--- config.mk ---
export PLATFORM = sky130hd
export DESIGN_NAME = two_channel_lamp_fade_mixer
export DESIGN_NICKNAME = d
export VERILOG_FILES = /design/src/hdl/tclfm_pkg.sv /design/src/hdl/tclfm_duty_pipe.sv /design/src/hdl/two_channel_lamp_fade_mixer.sv
export VERILOG_INCLUDE_DIRS = /design/src /design/src/hdl
export SDC_FILE = /design/constraint.sdc
export NUM_CORES = 2
export LEC_CHECK = 0
export ABC_AREA = 1
export BUFFER_PORTS_ARGS = -buffer_cell sky130_fd_sc_hd__buf_2
export CAP_MARGIN = 20
export CORE_UTILIZATION = 58
export DETAILED_ROUTE_END_ITERATION = 16
export PLACE_DENSITY = 0.77
export SYNTH_ARGS = -nofsm -noshare
export SYNTH_HDL_FRONTEND = slang
export SYNTH_SLANG_ARGS = --single-unit
--- constraint.sdc ---
create_clock -name i_clk -period 5.7 [get_ports i_clk]
set_input_delay 0 -clock i_clk [delete_from_list [all_inputs] [get_ports i_clk]]
set_output_delay 0 -clock i_clk [all_outputs]
set_load 0.02 [all_outputs]
--- src/hdl/two_channel_lamp_fade_mixer_defines.svh ---
// Assertion macros shared by the lamp fade mixer RTL.
`ifndef TWO_CHANNEL_LAMP_FADE_MIXER_DEFINES_SVH
`define TWO_CHANNEL_LAMP_FADE_MIXER_DEFINES_SVH

`ifndef SYNTHESIS

// Checks that an expression holds at every clock edge outside reset.
`define TCLFM_ASSERT_ALWAYS(lbl, clk, rst_n, expr) \
    lbl: assert property (@(posedge clk) disable iff (!rst_n) (expr)) \
        else $error("lamp fade mixer: invariant violated");

// Checks that a condition implies a consequence in the same cycle.
`define TCLFM_ASSERT_IMP(lbl, clk, rst_n, pre, post) \
    lbl: assert property (@(posedge clk) disable iff (!rst_n) (pre) |-> (post)) \
        else $error("lamp fade mixer: implication violated");

`else

`define TCLFM_ASSERT_ALWAYS(lbl, clk, rst_n, expr)
`define TCLFM_ASSERT_IMP(lbl, clk, rst_n, pre, post)

`endif

`endif

--- src/hdl/tclfm_pkg.sv ---
// Types and constants shared by the lamp fade mixer modules.
package tclfm_pkg;

    localparam int FULL_DUTY_DEFAULT = 1000;

    // Configuration register indexes.
    typedef enum logic [2:0] {
        CFG_BRIGHTNESS_MAX     = 3'd0,
        CFG_BRIGHTNESS_MIN     = 3'd1,
        CFG_COLOUR_MAX         = 3'd2,
        CFG_KEEP_CODE          = 3'd3,
        CFG_OFF_CODE           = 3'd4,
        CFG_DIMMER_ON          = 3'd5,
        CFG_DEFAULT_BRIGHTNESS = 3'd6,
        CFG_DEFAULT_COLOUR     = 3'd7
    } t_cfg_index;

    // Request kinds.
    localparam logic REQ_SET  = 1'b0;
    localparam logic REQ_TICK = 1'b1;

    // Register reset values.
    localparam logic [6:0] BRIGHTNESS_MAX_RST = 7'd100;
    localparam logic [6:0] BRIGHTNESS_MIN_RST = 7'd1;
    localparam logic [6:0] COLOUR_MAX_RST     = 7'd100;
    localparam logic [7:0] KEEP_CODE_RST      = 8'd255;
    localparam logic [7:0] OFF_CODE_RST       = 8'd0;
    localparam logic [6:0] DEFAULT_LEVEL_RST  = 7'd50;
    localparam logic [6:0] DEFAULT_COLOUR_RST = 7'd50;

    // Fade length and pacing thresholds.
    localparam logic [8:0] FADE_STEPS  = 9'd500;
    localparam logic [8:0] PACE_TH_20  = 9'd496;
    localparam logic [8:0] PACE_TH_16  = 9'd488;
    localparam logic [8:0] PACE_TH_6   = 9'd468;
    localparam logic [8:0] PACE_TH_4   = 9'd428;
    localparam logic [8:0] PACE_TH_2   = 9'd368;
    localparam logic [4:0] PACE_LIMIT  = 5'd20;
    localparam logic [15:0] ACC_SCALE  = 16'd500;

    // Reciprocals: x/500 = ((x>>2)*R125_S21)>>21 for 16-bit x,
    // x/50 = ((x>>1)*R25_S20)>>20 for 16-bit x,
    // x/1000 = ((x>>3)*R125_S25)>>25 for 21-bit x.
    localparam logic [14:0] R125_S21 = 15'd16778;
    localparam logic [15:0] R25_S20  = 16'd41944;
    localparam logic [18:0] R125_S25 = 19'd268436;

    localparam logic [10:0] PERMILLE_FULL = 11'd1000;

    // One fade step handed to the duty pipeline.
    typedef struct packed {
        logic [15:0] level_accum;
        logic [15:0] colour_accum;
        logic [6:0]  level;
        logic [6:0]  colour;
    } t_step;

endpackage

--- src/hdl/tclfm_duty_pipe.sv ---
// Duty pipeline: turns fade step accumulators into warm and cold duties.
module tclfm_duty_pipe
    import tclfm_pkg::*;
#(
    parameter int FULL_DUTY = FULL_DUTY_DEFAULT
) (
    input  logic        i_clk,
    input  logic        i_rst_n,
    input  logic        i_step_valid,
    input  t_step       i_step,
    output logic        o_ready,
    output logic        o_out_valid,
    input  logic        i_out_stall,
    output logic [9:0]  o_warm_duty,
    output logic        o_warm_active,
    output logic [9:0]  o_cold_duty,
    output logic        o_cold_active,
    output logic [6:0]  o_level_now,
    output logic [6:0]  o_colour_now
);

    localparam logic [10:0] FULL = 11'(FULL_DUTY);

    function automatic logic [9:0] finish_duty(input logic [10:0] d);
        logic [11:0] v;
        v = (d == FULL) ? ({1'b0, d} + 12'd4) : {1'b0, d};
        return (v > 12'd1023) ? 10'd1023 : v[9:0];
    endfunction

    logic r_v1, r_v2, r_v3, r_vo;
    logic ld1, ld2, ld3, ld_o;

    logic [15:0] r_s1_lacc, r_s1_cacc;
    logic [6:0]  r_s1_level, r_s1_colour;
    logic [10:0] r_s2_eb, r_s2_ec;
    logic [6:0]  r_s2_level, r_s2_colour;
    logic [20:0] r_s3_pw, r_s3_pc;
    logic [6:0]  r_s3_level, r_s3_colour;
    logic [9:0]  r_warm, r_cold;
    logic [6:0]  r_level, r_colour;

    logic [30:0] eb_prod, ec_prod;
    logic [10:0] n_eb, n_ec;
    logic [21:0] pw_full;
    logic [20:0] n_pw, n_pc;
    logic [9:0]  cold_gap;
    logic [36:0] qw_prod, qc_prod;
    logic [9:0]  n_warm, n_cold;

    assign ld_o    = !r_vo || !i_out_stall;
    assign ld3     = !r_v3 || ld_o;
    assign ld2     = !r_v2 || ld3;
    assign ld1     = !r_v1 || ld2;
    assign o_ready = ld1;

    // Stage 1: brightness and colour in tenths of a percent.
    always_comb begin
        eb_prod = 31'(r_s1_lacc[15:1]) * 31'(R25_S20);
        ec_prod = 31'(r_s1_cacc[15:1]) * 31'(R25_S20);
        n_eb    = eb_prod[30:20];
        n_ec    = ec_prod[30:20];
    end

    // Stage 2: raw products before scaling by one thousandth.
    always_comb begin
        pw_full  = 22'(r_s2_eb) * 22'(r_s2_ec);
        n_pw     = pw_full[20:0];
        cold_gap = 10'(PERMILLE_FULL - r_s2_ec);
        if (r_s2_ec > PERMILLE_FULL) begin
            n_pc = '0;
        end else begin
            n_pc = 21'(cold_gap) * 21'(r_s2_eb);
        end
    end

    // Stage 3: divide by one thousand and finish the duties.
    always_comb begin
        qw_prod = 37'(r_s3_pw[20:3]) * 37'(R125_S25);
        qc_prod = 37'(r_s3_pc[20:3]) * 37'(R125_S25);
        n_warm  = finish_duty(qw_prod[35:25]);
        n_cold  = finish_duty(qc_prod[35:25]);
    end

    always_ff @(posedge i_clk) begin
        if (!i_rst_n) begin
            r_v1 <= 1'b0;
            r_v2 <= 1'b0;
            r_v3 <= 1'b0;
            r_vo <= 1'b0;
        end else begin
            if (ld1) r_v1 <= i_step_valid;
            if (ld2) r_v2 <= r_v1;
            if (ld3) r_v3 <= r_v2;
            if (ld_o) r_vo <= r_v3;
        end
    end

    always_ff @(posedge i_clk) begin
        if (ld1) begin
            r_s1_lacc   <= i_step.level_accum;
            r_s1_cacc   <= i_step.colour_accum;
            r_s1_level  <= i_step.level;
            r_s1_colour <= i_step.colour;
        end
        if (ld2) begin
            r_s2_eb     <= n_eb;
            r_s2_ec     <= n_ec;
            r_s2_level  <= r_s1_level;
            r_s2_colour <= r_s1_colour;
        end
        if (ld3) begin
            r_s3_pw     <= n_pw;
            r_s3_pc     <= n_pc;
            r_s3_level  <= r_s2_level;
            r_s3_colour <= r_s2_colour;
        end
        if (ld_o) begin
            r_warm   <= n_warm;
            r_cold   <= n_cold;
            r_level  <= r_s3_level;
            r_colour <= r_s3_colour;
        end
    end

    assign o_out_valid   = r_vo;
    assign o_warm_duty   = r_warm;
    assign o_warm_active = (r_warm != 10'd0);
    assign o_cold_duty   = r_cold;
    assign o_cold_active = (r_cold != 10'd0);
    assign o_level_now   = r_level;
    assign o_colour_now  = r_colour;

endmodule

--- src/hdl/two_channel_lamp_fade_mixer.sv ---
// Top level of the two-channel warm/cold lamp fade mixer.
//
//  Channel  Direction  Handshake                 Payload
//  in       request    i_in_valid / o_in_stall   req_type, set_brightness, target_colour
//  out      result     o_out_valid / i_out_stall warm/cold duty and active, level, colour
//  cfg      write      i_cfg_we                  i_cfg_index, i_cfg_data
//
// One request is taken in every cycle while o_in_stall is low. A tick that
// completes a fade step is taken into the first of a four-register duty
// pipeline, whose depth is set by the multiply chain of the duty math, and
// is valid on the outputs once it reaches the last register. Reset is
// synchronous and active low. A stalled result holds the pipeline; requests are
// stalled only while all four pipeline registers hold a result and the
// result at the output is itself stalled.
`include "two_channel_lamp_fade_mixer_defines.svh"

module two_channel_lamp_fade_mixer
    import tclfm_pkg::*;
#(
    parameter int FULL_DUTY = FULL_DUTY_DEFAULT
) (
    input  logic        i_clk,
    input  logic        i_rst_n,
    input  logic        i_in_valid,
    output logic        o_in_stall,
    input  logic        i_req_type,
    input  logic [7:0]  i_set_brightness,
    input  logic [7:0]  i_target_colour,
    output logic        o_out_valid,
    input  logic        i_out_stall,
    output logic [9:0]  o_warm_duty,
    output logic        o_warm_active,
    output logic [9:0]  o_cold_duty,
    output logic        o_cold_active,
    output logic [6:0]  o_level_now,
    output logic [6:0]  o_colour_now,
    input  logic        i_cfg_we,
    input  logic [2:0]  i_cfg_index,
    input  logic [7:0]  i_cfg_data
);

    // Configuration registers. The default brightness and colour only
    // matter at reset, so writes to them have no lasting effect and they
    // are seeded from their reset values.
    logic [6:0] r_bright_max, r_bright_min, r_colour_max;
    logic [7:0] r_keep_code, r_off_code;
    logic       r_dimmer_on;

    // Fade state.
    logic        r_fading, n_fading;
    logic [8:0]  r_step_index, n_step_index;
    logic [4:0]  r_pace_count, n_pace_count;
    logic [15:0] r_level_accum, n_level_accum;
    logic [15:0] r_colour_accum, n_colour_accum;
    logic [7:0]  r_level_delta, n_level_delta;
    logic [7:0]  r_colour_delta, n_colour_delta;
    logic [6:0]  r_preset_level, n_preset_level;
    logic [6:0]  r_preset_colour, n_preset_colour;
    logic [6:0]  r_current_level, n_current_level;
    logic [6:0]  r_current_colour, n_current_colour;

    logic        pipe_ready;
    logic        accept;
    logic        step_go;
    t_step       step_data;

    logic [7:0]  req_b, req_c;
    logic        req_ok;
    logic [4:0]  pace_wait, pace_next;
    logic [8:0]  step_next;
    logic [15:0] lacc_next, cacc_next;
    logic [28:0] lvl_prod, col_prod;

    assign o_in_stall = !pipe_ready;
    assign accept     = i_in_valid && pipe_ready;

    // Configuration writes.
    always_ff @(posedge i_clk) begin
        if (!i_rst_n) begin
            r_bright_max <= BRIGHTNESS_MAX_RST;
            r_bright_min <= BRIGHTNESS_MIN_RST;
            r_colour_max <= COLOUR_MAX_RST;
            r_keep_code  <= KEEP_CODE_RST;
            r_off_code   <= OFF_CODE_RST;
            r_dimmer_on  <= 1'b1;
        end else if (i_cfg_we) begin
            unique case (t_cfg_index'(i_cfg_index))
                CFG_BRIGHTNESS_MAX:     r_bright_max <= i_cfg_data[6:0];
                CFG_BRIGHTNESS_MIN:     r_bright_min <= i_cfg_data[6:0];
                CFG_COLOUR_MAX:         r_colour_max <= i_cfg_data[6:0];
                CFG_KEEP_CODE:          r_keep_code  <= i_cfg_data;
                CFG_OFF_CODE:           r_off_code   <= i_cfg_data;
                CFG_DIMMER_ON:          r_dimmer_on  <= i_cfg_data[0];
                CFG_DEFAULT_BRIGHTNESS: ;
                CFG_DEFAULT_COLOUR:     ;
                default:                ;
            endcase
        end
    end

    // Keep codes fall back to the stored presets before validation.
    always_comb begin
        req_b  = (i_set_brightness == r_keep_code) ? {1'b0, r_preset_level}
                                                   : i_set_brightness;
        req_c  = (i_target_colour == r_keep_code) ? {1'b0, r_preset_colour}
                                                  : i_target_colour;
        req_ok = (req_b <= {1'b0, r_bright_max}) && (req_b >= {1'b0, r_bright_min})
              && (req_c <= {1'b0, r_colour_max}) && r_dimmer_on;
    end

    // Steps near the end of a fade are held for several ticks each.
    always_comb begin
        if (r_step_index >= PACE_TH_20) begin
            pace_wait = 5'd20;
        end else if (r_step_index >= PACE_TH_16) begin
            pace_wait = 5'd16;
        end else if (r_step_index >= PACE_TH_6) begin
            pace_wait = 5'd6;
        end else if (r_step_index >= PACE_TH_4) begin
            pace_wait = 5'd4;
        end else if (r_step_index >= PACE_TH_2) begin
            pace_wait = 5'd2;
        end else begin
            pace_wait = 5'd0;
        end
        pace_next = r_pace_count + 5'd1;
    end

    // Accumulators advance by the sign-extended delta each step, and the
    // new current level is the accumulator divided by five hundred.
    always_comb begin
        step_next = r_step_index + 9'd1;
        lacc_next = r_level_accum + {{8{r_level_delta[7]}}, r_level_delta};
        cacc_next = r_colour_accum + {{8{r_colour_delta[7]}}, r_colour_delta};
        lvl_prod  = 29'(lacc_next[15:2]) * 29'(R125_S21);
        col_prod  = 29'(cacc_next[15:2]) * 29'(R125_S21);
    end

    always_comb begin
        n_fading         = r_fading;
        n_step_index     = r_step_index;
        n_pace_count     = r_pace_count;
        n_level_accum    = r_level_accum;
        n_colour_accum   = r_colour_accum;
        n_level_delta    = r_level_delta;
        n_colour_delta   = r_colour_delta;
        n_preset_level   = r_preset_level;
        n_preset_colour  = r_preset_colour;
        n_current_level  = r_current_level;
        n_current_colour = r_current_colour;
        step_go          = 1'b0;

        if (accept && (i_req_type == REQ_SET)) begin
            // The accumulators are reloaded from the current level even
            // when the request is rejected or arrives mid-fade.
            n_level_accum  = 16'(16'(r_current_level) * ACC_SCALE);
            n_colour_accum = 16'(16'(r_current_colour) * ACC_SCALE);
            if (req_ok) begin
                n_preset_level  = req_b[6:0];
                n_preset_colour = req_c[6:0];
                n_level_delta   = req_b - {1'b0, r_current_level};
                n_colour_delta  = req_c - {1'b0, r_current_colour};
                n_fading        = 1'b1;
                n_step_index    = '0;
            end else if (req_b == r_off_code) begin
                n_level_delta   = 8'd0 - {1'b0, r_current_level};
                n_colour_delta  = '0;
                n_fading        = 1'b1;
                n_step_index    = '0;
            end
        end else if (accept && (i_req_type == REQ_TICK) && r_fading) begin
            if (pace_wait == 5'd0) begin
                step_go = 1'b1;
            end else if (pace_next < pace_wait) begin
                n_pace_count = pace_next;
            end else begin
                n_pace_count = '0;
                step_go      = 1'b1;
            end
            if (step_go) begin
                n_level_accum    = lacc_next;
                n_colour_accum   = cacc_next;
                n_current_level  = (lvl_prod[28:21] > 8'd127) ? 7'd127 : lvl_prod[27:21];
                n_current_colour = (col_prod[28:21] > 8'd127) ? 7'd127 : col_prod[27:21];
                if (step_next >= FADE_STEPS) begin
                    n_fading     = 1'b0;
                    n_step_index = '0;
                end else begin
                    n_step_index = step_next;
                end
            end
        end
    end

    always_ff @(posedge i_clk) begin
        if (!i_rst_n) begin
            r_fading         <= 1'b0;
            r_step_index     <= '0;
            r_pace_count     <= '0;
            r_level_accum    <= '0;
            r_colour_accum   <= '0;
            r_level_delta    <= '0;
            r_colour_delta   <= '0;
            r_preset_level   <= DEFAULT_LEVEL_RST;
            r_preset_colour  <= DEFAULT_COLOUR_RST;
            r_current_level  <= '0;
            r_current_colour <= DEFAULT_COLOUR_RST;
        end else begin
            r_fading         <= n_fading;
            r_step_index     <= n_step_index;
            r_pace_count     <= n_pace_count;
            r_level_accum    <= n_level_accum;
            r_colour_accum   <= n_colour_accum;
            r_level_delta    <= n_level_delta;
            r_colour_delta   <= n_colour_delta;
            r_preset_level   <= n_preset_level;
            r_preset_colour  <= n_preset_colour;
            r_current_level  <= n_current_level;
            r_current_colour <= n_current_colour;
        end
    end

    // The step hands its fresh accumulators and levels to the duty math.
    always_comb begin
        step_data.level_accum  = n_level_accum;
        step_data.colour_accum = n_colour_accum;
        step_data.level        = n_current_level;
        step_data.colour       = n_current_colour;
    end

    tclfm_duty_pipe #(
        .FULL_DUTY (FULL_DUTY)
    ) u_duty_pipe (
        .i_clk         (i_clk),
        .i_rst_n       (i_rst_n),
        .i_step_valid  (step_go),
        .i_step        (step_data),
        .o_ready       (pipe_ready),
        .o_out_valid   (o_out_valid),
        .i_out_stall   (i_out_stall),
        .o_warm_duty   (o_warm_duty),
        .o_warm_active (o_warm_active),
        .o_cold_duty   (o_cold_duty),
        .o_cold_active (o_cold_active),
        .o_level_now   (o_level_now),
        .o_colour_now  (o_colour_now)
    );

    // A stable lamp always sits at step zero.
    `TCLFM_ASSERT_IMP(a_idle_step_zero, i_clk, i_rst_n, !r_fading, r_step_index == 9'd0)
    // The step count never reaches the fade length.
    `TCLFM_ASSERT_ALWAYS(a_step_range, i_clk, i_rst_n, r_step_index < FADE_STEPS)
    // The pace counter never exceeds the longest step hold.
    `TCLFM_ASSERT_ALWAYS(a_pace_range, i_clk, i_rst_n, r_pace_count < PACE_LIMIT)
    // Requests are held back only behind a result that is itself held.
    `TCLFM_ASSERT_IMP(a_stall_cause, i_clk, i_rst_n, o_in_stall, o_out_valid && i_out_stall)

endmodule

# Word-level counts from Yosys, hierarchy flattened
# Cells that the tools add are included.
totals:
  regBits: 305
  in_bits: 33
  word_cells: 168
classes:
  n_addsub: 10
  n_mul: 10
  magnitude_cmp: 15
  eq_ne: 11
  mux: 46
  n_bitwise: 3
  n_reduce_logical: 36
ops:
  columns: ["operator", "count"]
  rows:
  - ["16-bit two-way mux", 6]
  - ["18-bit by 17-bit multiplier with 34-bit output, second input constant", 2]
  - ["14-bit by 14-bit multiplier with 28-bit output, second input constant", 2]
  - ["15-bit by 13-bit multiplier with 28-bit output, second input constant", 2]
  - ["7-bit two-way mux", 8]
  - ["9-bit greater-or-equal comparator, second input constant", 6]
  - ["9-bit two-way mux", 6]
  - ["8-bit two-way mux", 6]
  - ["16-bit adder", 2]
  - ["7-bit by 7-bit multiplier with 14-bit output, second input constant", 2]
  - ["11-bit by 3-bit adder with 12-bit output, second input constant", 2]
  - ["8-bit == test", 3]
  - ["12-bit by 10-bit > comparator with 1-bit output, second input constant", 2]
  - ["12-bit two-way mux", 2]
  - ["11-bit by 10-bit == test with 1-bit output, second input constant", 2]
  - ["10-bit by 11-bit multiplier with 21-bit output", 1]
  - ["11-bit by 11-bit multiplier with 21-bit output", 1]
  - ["10-bit nonzero test", 2]
  - ["8-bit by 7-bit > comparator with 1-bit output, second input constant", 2]
  - ["8-bit by 7-bit less-or-equal comparator with 1-bit output", 2]
  - ["2-bit AND reduction", 8]
  - ["8-bit by 7-bit subtractor with 8-bit output", 2]
  - ["5-bit two-way mux", 3]
  - ["1-bit two-way mux", 12]
  - ["22 further kinds", 45]

# Longest topological paths before layout
depth:
  ltp_word: 14
  depth_mapped: 37

# Cells and area by module
# A second synthesis with hierarchy kept.
unflattened:
  hier_cells: 5749
  area_unflattened_um2: 46168.0
modules_own_cells:
  columns: ["module", "n_inst", "cells_per_inst", "area_per_inst_um2", "seq_area_each_um2"]
  rows:
  - ["tclfm_duty_pipe", 1, 3412, 29822.4, 5004.8]
  - ["two_channel_lamp_fade_mixer", 1, 2337, 16345.7, 2582.5]

# Worst setup path before layout
# Ideal clock, no wire load.
synth_timing:
  path_type: "register to register"
  from: "register u_duty_pipe.r_s2_ec[0]"
  to: "register u_duty_pipe.r_s3_pc[16], data pin"
  setup_ns: 0.260
  arrival_time_ns: 5.677
  required_time_ns: 5.440
  slack_ns: -0.237
  stages_incl_launch_ff: 27
  path_cell_list: "edfxtp_1 clkbuf_1 inv_1 ha_1 inv_1 or2_2 a21oi_1 nor3_1 xnor2_1 inv_1 nor2_1 fa_1 inv_1 fa_1 fa_1 inv_1 fa_1 inv_1 fa_1 inv_1 ha_1 nand2_1 o21a_1 o21ai_0 a31oi_1 o21ai_0 a21oi_1"
synth_via:
  elab_chain_cells: 2
synth_lines:
  columns: ["element", "line_no", "text"]
  rows:
  - ["from (decl)", "tclfm_duty_pipe.sv:35", "logic [10:0] r_s2_eb, r_s2_ec;"]
  - ["from (signal assigned)", "tclfm_duty_pipe.sv:107", "r_s2_ec <= n_ec;"]
  - ["10-bit subtractor", "tclfm_duty_pipe.sv:68", "cold_gap = 10'(PERMILLE_FULL - r_s2_ec);"]
  - ["10-bit by 11-bit multiplier with 21-bit output", "tclfm_duty_pipe.sv:72", "n_pc = 21'(cold_gap) * 21'(r_s2_eb);"]
  - ["to (signal assigned)", "tclfm_duty_pipe.sv:113", "r_s3_pc <= n_pc;"]
  - ["to (decl)", "tclfm_duty_pipe.sv:37", "logic [20:0] r_s3_pw, r_s3_pc;"]
# Several ways; a longest one is shown, not always the timed one.
# A chain may end at the register's enable or synchronous reset.

# Final worst setup path
layout_timing:
  from: "register u_duty_pipe.r_s2_ec[1]"
  to: "register u_duty_pipe.r_s3_pc[16], data pin"
# Same word-level chain as after synthesis.

==> results.md <==
* Iter 0 DRT Violations at 2138
* Max Freq at 175 MHz
* # rows at 102
* Maximum vdd drop at 0.000841 V
* Syn_nets at 7080
* Synth area leader: ha_1
* # Max-Cap Violations at 0
* Final setup viols at 1
* Static leakage at 29.0 nW
* Switching portion of total power at 52.2%
* Area contributors post-synth: ha_1, fa_1, edfxtp_1
* Combinational power share at 77.7%
* Worst slew pin tran at 0.956 ns
* Vias in the first global route at 38929
* Antenna viol nets, final at 0
* R2R Path Start: u_duty_pipe.r_s2_ec[1]$_DFFE_PP_
* Critical path cell sequence: inv_1, ha_2, inv_2, or2_4, a21oi_4, nor2_1, inv_1, or2_4, nand2_4, inv_2, nand2_2, fa_1, fa_2, fa_1, fa_1, inv_2, fa_2, ha_4, a21oi_4, o21a_1, o21ai_4, a31oi_4, buf_6, a21oi_2
* Die ar. at 80400 µm²
* CTS root buf: clkbuf_16
* Synth warn at 0
* Gpl congestion at 0.953
* Cells after Synth at 5670
* RSZ-0062 raised after global routing: yes
* Die H at 284 µm
* Layout cells sized above 1 at 12.2%
* Sequential cell fraction of total power at 11.5%
* CTS Sinks at 297
* Buffers on Ports at 70
* Worst setup EP type: flop
* CP Max Fanout at 6
* DRC errors left at 0
* Number of vias per cell at 5.44
* Post-detail-place hpwl at 94.6 mm
* Syn_area_per_cell at 8.11 µm²
* Number of synthesized flops with an enable pin at 164
* Ports at 71
* Worst path top cell family by delay: adder cells
* Hold_sp: i_req_type
* Clock Power Share at 10.8%
* Initial antenna violation count at 0
* CP peak stage delay at 0.61 ns
* Clk Latency, worst-skew pair at 0.61 ns
* Sequential area share after synthesis at 16.5%
* Clock slew at reported path FFs at 0.06 ns
* Global route overflow at 0
* Net count, final at 7420
* Synth cell types at 62
* Global-route wire length before repair at 190 mm
* CP startpoint: u_duty_pipe.r_s2_ec[1]$_DFFE_PP_
* Synth Flop Type: edfxtp_1
* N_diodes at 0
* DRT Pass-1 Iters at 6
* Longest Clk Path Bufs at 3
* Fin area at 52800 µm²
* Largest net degree at the start of global routing at 60
* CTS buffer count at 40
* Crit path kind: flop to flop
* CORE AREA at 78000 µm²
* H-tree depth at 2
* Clock skew at 0.0504 ns
* CP bufs+invs at 6
* Layout area overhead at 14.8%
* Slowest cell on crit path: fa_1
* FF+latch count, synth at 297
* Detailed-route via count at 38521
* Post-DP Area at 49100 µm²
* Fin crit period at 5.71 ns
* Initial core utilization at 59.0%
* Gr usage total at 28.8%
* Power Internal at 0.0123 W
* Pwr per Cell Area at 488 nW/µm²
* Crit path DAT at 6.03 ns
* Routed len/inst at 16.6 µm
* Post-Syn Area at 46000 µm²
* WP data required at 6.02 ns
* Switching Power at 0.0135 W
* CTS tree: done
* Type of the tightest min-delay check: input pin to flop
* Final slew viol count at 0
* Final worst path period share at 100%
* Async SR Flop Fraction at 0%
* CP Launch Type: flop
* Status: complete, but fails checks
* Setup slack after placement at -0.466 ns
* Width of the die at 284 µm
* Total wire length at 118 mm
* Synth top area share at 25.0%
* Failing checks: negative setup slack
* Commonest non-fill, non-tap cell in the layout: inv_1
* Hold Violations, Final at 0
* Commonest non-fill, non-tap cells in the layout: inv_1, nand2_1, ha_1
* Worst Slack Setup Final at -0.00685 ns
* Max-slew headroom at 36.0%
Yosys cell counts, types with 13 or more instances:
| cell type | count |
|---|---|
| inv_1 | 1274 |
| nand2_1 | 1035 |
| ha_1 | 918 |
| fa_1 | 459 |
| nor2_1 | 387 |
| a21oi_1 | 357 |
| nand3_1 | 227 |
| o21ai_0 | 194 |
| edfxtp_1 | 164 |
| dfxtp_1 | 133 |
| xor2_1 | 68 |
| xnor2_1 | 53 |
| clkbuf_1 | 51 |
| nor3_1 | 49 |
| a21o_1 | 32 |
| nand4_1 | 29 |
| o21bai_1 | 27 |
| a31oi_1 | 21 |
| nand3b_1 | 21 |
| o211ai_1 | 15 |
| nor4_1 | 13 |
through the flow:
step / std cells / power (W) / util [%] / hold slack (ns) / TNS [ns]
2_1_floorplan: 5670 / 0.0163 / - / 0.126 / 0
3_3_place_gp: 6941 / 0.0210 / 62.9 / 0.231 / -3.31
3_5_place_dp: 6941 / 0.0214 / 62.9 / 0.236 / -6.51
4_1_cts: 7055 / 0.0245 / 65.7 / 0.00214 / 0
5_1_grt: 7080 / 0.0288 / 67.7 / 0.0457 / -2.67
6_report: 7080 / 0.0258 / 67.7 / 0.0373 / -0.00685
what timing repair did:
action | CTS | global route
hold endpoints to repair | 53 | 0
hold buffers | 32 | 0
gates resized for setup | 62 | 284
buffers inserted | 10 | 26
endpoints found under the setup margin | 34 | 45
pin swaps | 25 | 136
final timing paths:
check	endpoint	slack (ns)	cells after the start
hold reg to reg	u_duty_pipe.r_s3_level[2]$_DFFE_PP_	0.42	0
setup / recovery	u_duty_pipe.r_s3_pc[16]$_SDFFCE_PN0P_	-0.007	24
setup reg to reg	u_duty_pipe.r_s3_pc[16]$_SDFFCE_PN0P_	-0.007	24
hold / removal	r_step_index[4]$_SDFFE_PN0P_	0.04	5
cell families after synthesis:
logic type                 count (synthesis)  share of synthesized area, %
xor gates and xnor gates                 122                          2.34
AOI/OAI and AO/OA                        709                          8.60
buffers and inverters                   1361                          11.3
muxes                                      3                        0.0735
and+or+nand+nor                         1801                          16.2
adders and majority gates               1377                          45.0
DFF                                      297                          16.5
worst reg2reg max path, cell delays in order, from the launching register on:
cell      delay, ns
edfxtp_1       0.39
inv_1          0.08
ha_2           0.17
inv_2          0.04
or2_4          0.26
a21oi_4        0.19
nor2_1         0.07
inv_1          0.07
or2_4          0.12
nand2_4        0.08
inv_2          0.08
nand2_2        0.05
fa_1           0.61
fa_2           0.49
fa_1           0.52
fa_1           0.53
inv_2          0.04
fa_2           0.58
ha_4           0.23
a21oi_4        0.15
o21a_1         0.21
o21ai_4        0.11
a31oi_4        0.22
buf_6          0.12
a21oi_2        0.04
layer usage:
metal	GRT usage, %	vias to the layer above	share of wire [%]
met4	10.2	0	4.0
met2	50.7	1155	49
li1	-	18742	-
met3	3.55	306	5.3
met1	36.3	18318	42
met5	0	-	0
cell type report:
| type | instances | area, µm² |
|---|---|---|
| Clock inverter | 21 | 340 |
| Tap cell | 1040 | 1300 |
| Fill cell | 6167 | 25200 |
| Sequential cell | 297 | 7610 |
| Clock buffer | 51 | 1100 |
| Multi-Input combinational cell | 4012 | 34900 |
| Timing Repair Buffer | 374 | 2740 |
| Inverter | 1285 | 4830 |
registers in the layout (all words and copies together), names as in the netlist, 11 cells and up:
register and count:
u_duty_pipe.r_s1_lacc 15, r_level_accum 16, u_duty_pipe.r_s3_pw 18, r_colour_accum 16, u_duty_pipe.r_s2_eb 11, u_duty_pipe.r_s2_ec 11
u_duty_pipe.r_s3_pc 18, u_duty_pipe.r_s1_cacc 15
power by group through the flow:
stage               clock network (W)  registers, W  logic [W]
floorplan                           0       0.00296     0.0134
global placement                    0       0.00301     0.0180
detailed placement                  0       0.00302     0.0184
CTS                           0.00281       0.00298     0.0188
global route                  0.00288       0.00299     0.0229
finish                        0.00278       0.00297     0.0200
Power figures use the tool's default switching activity.
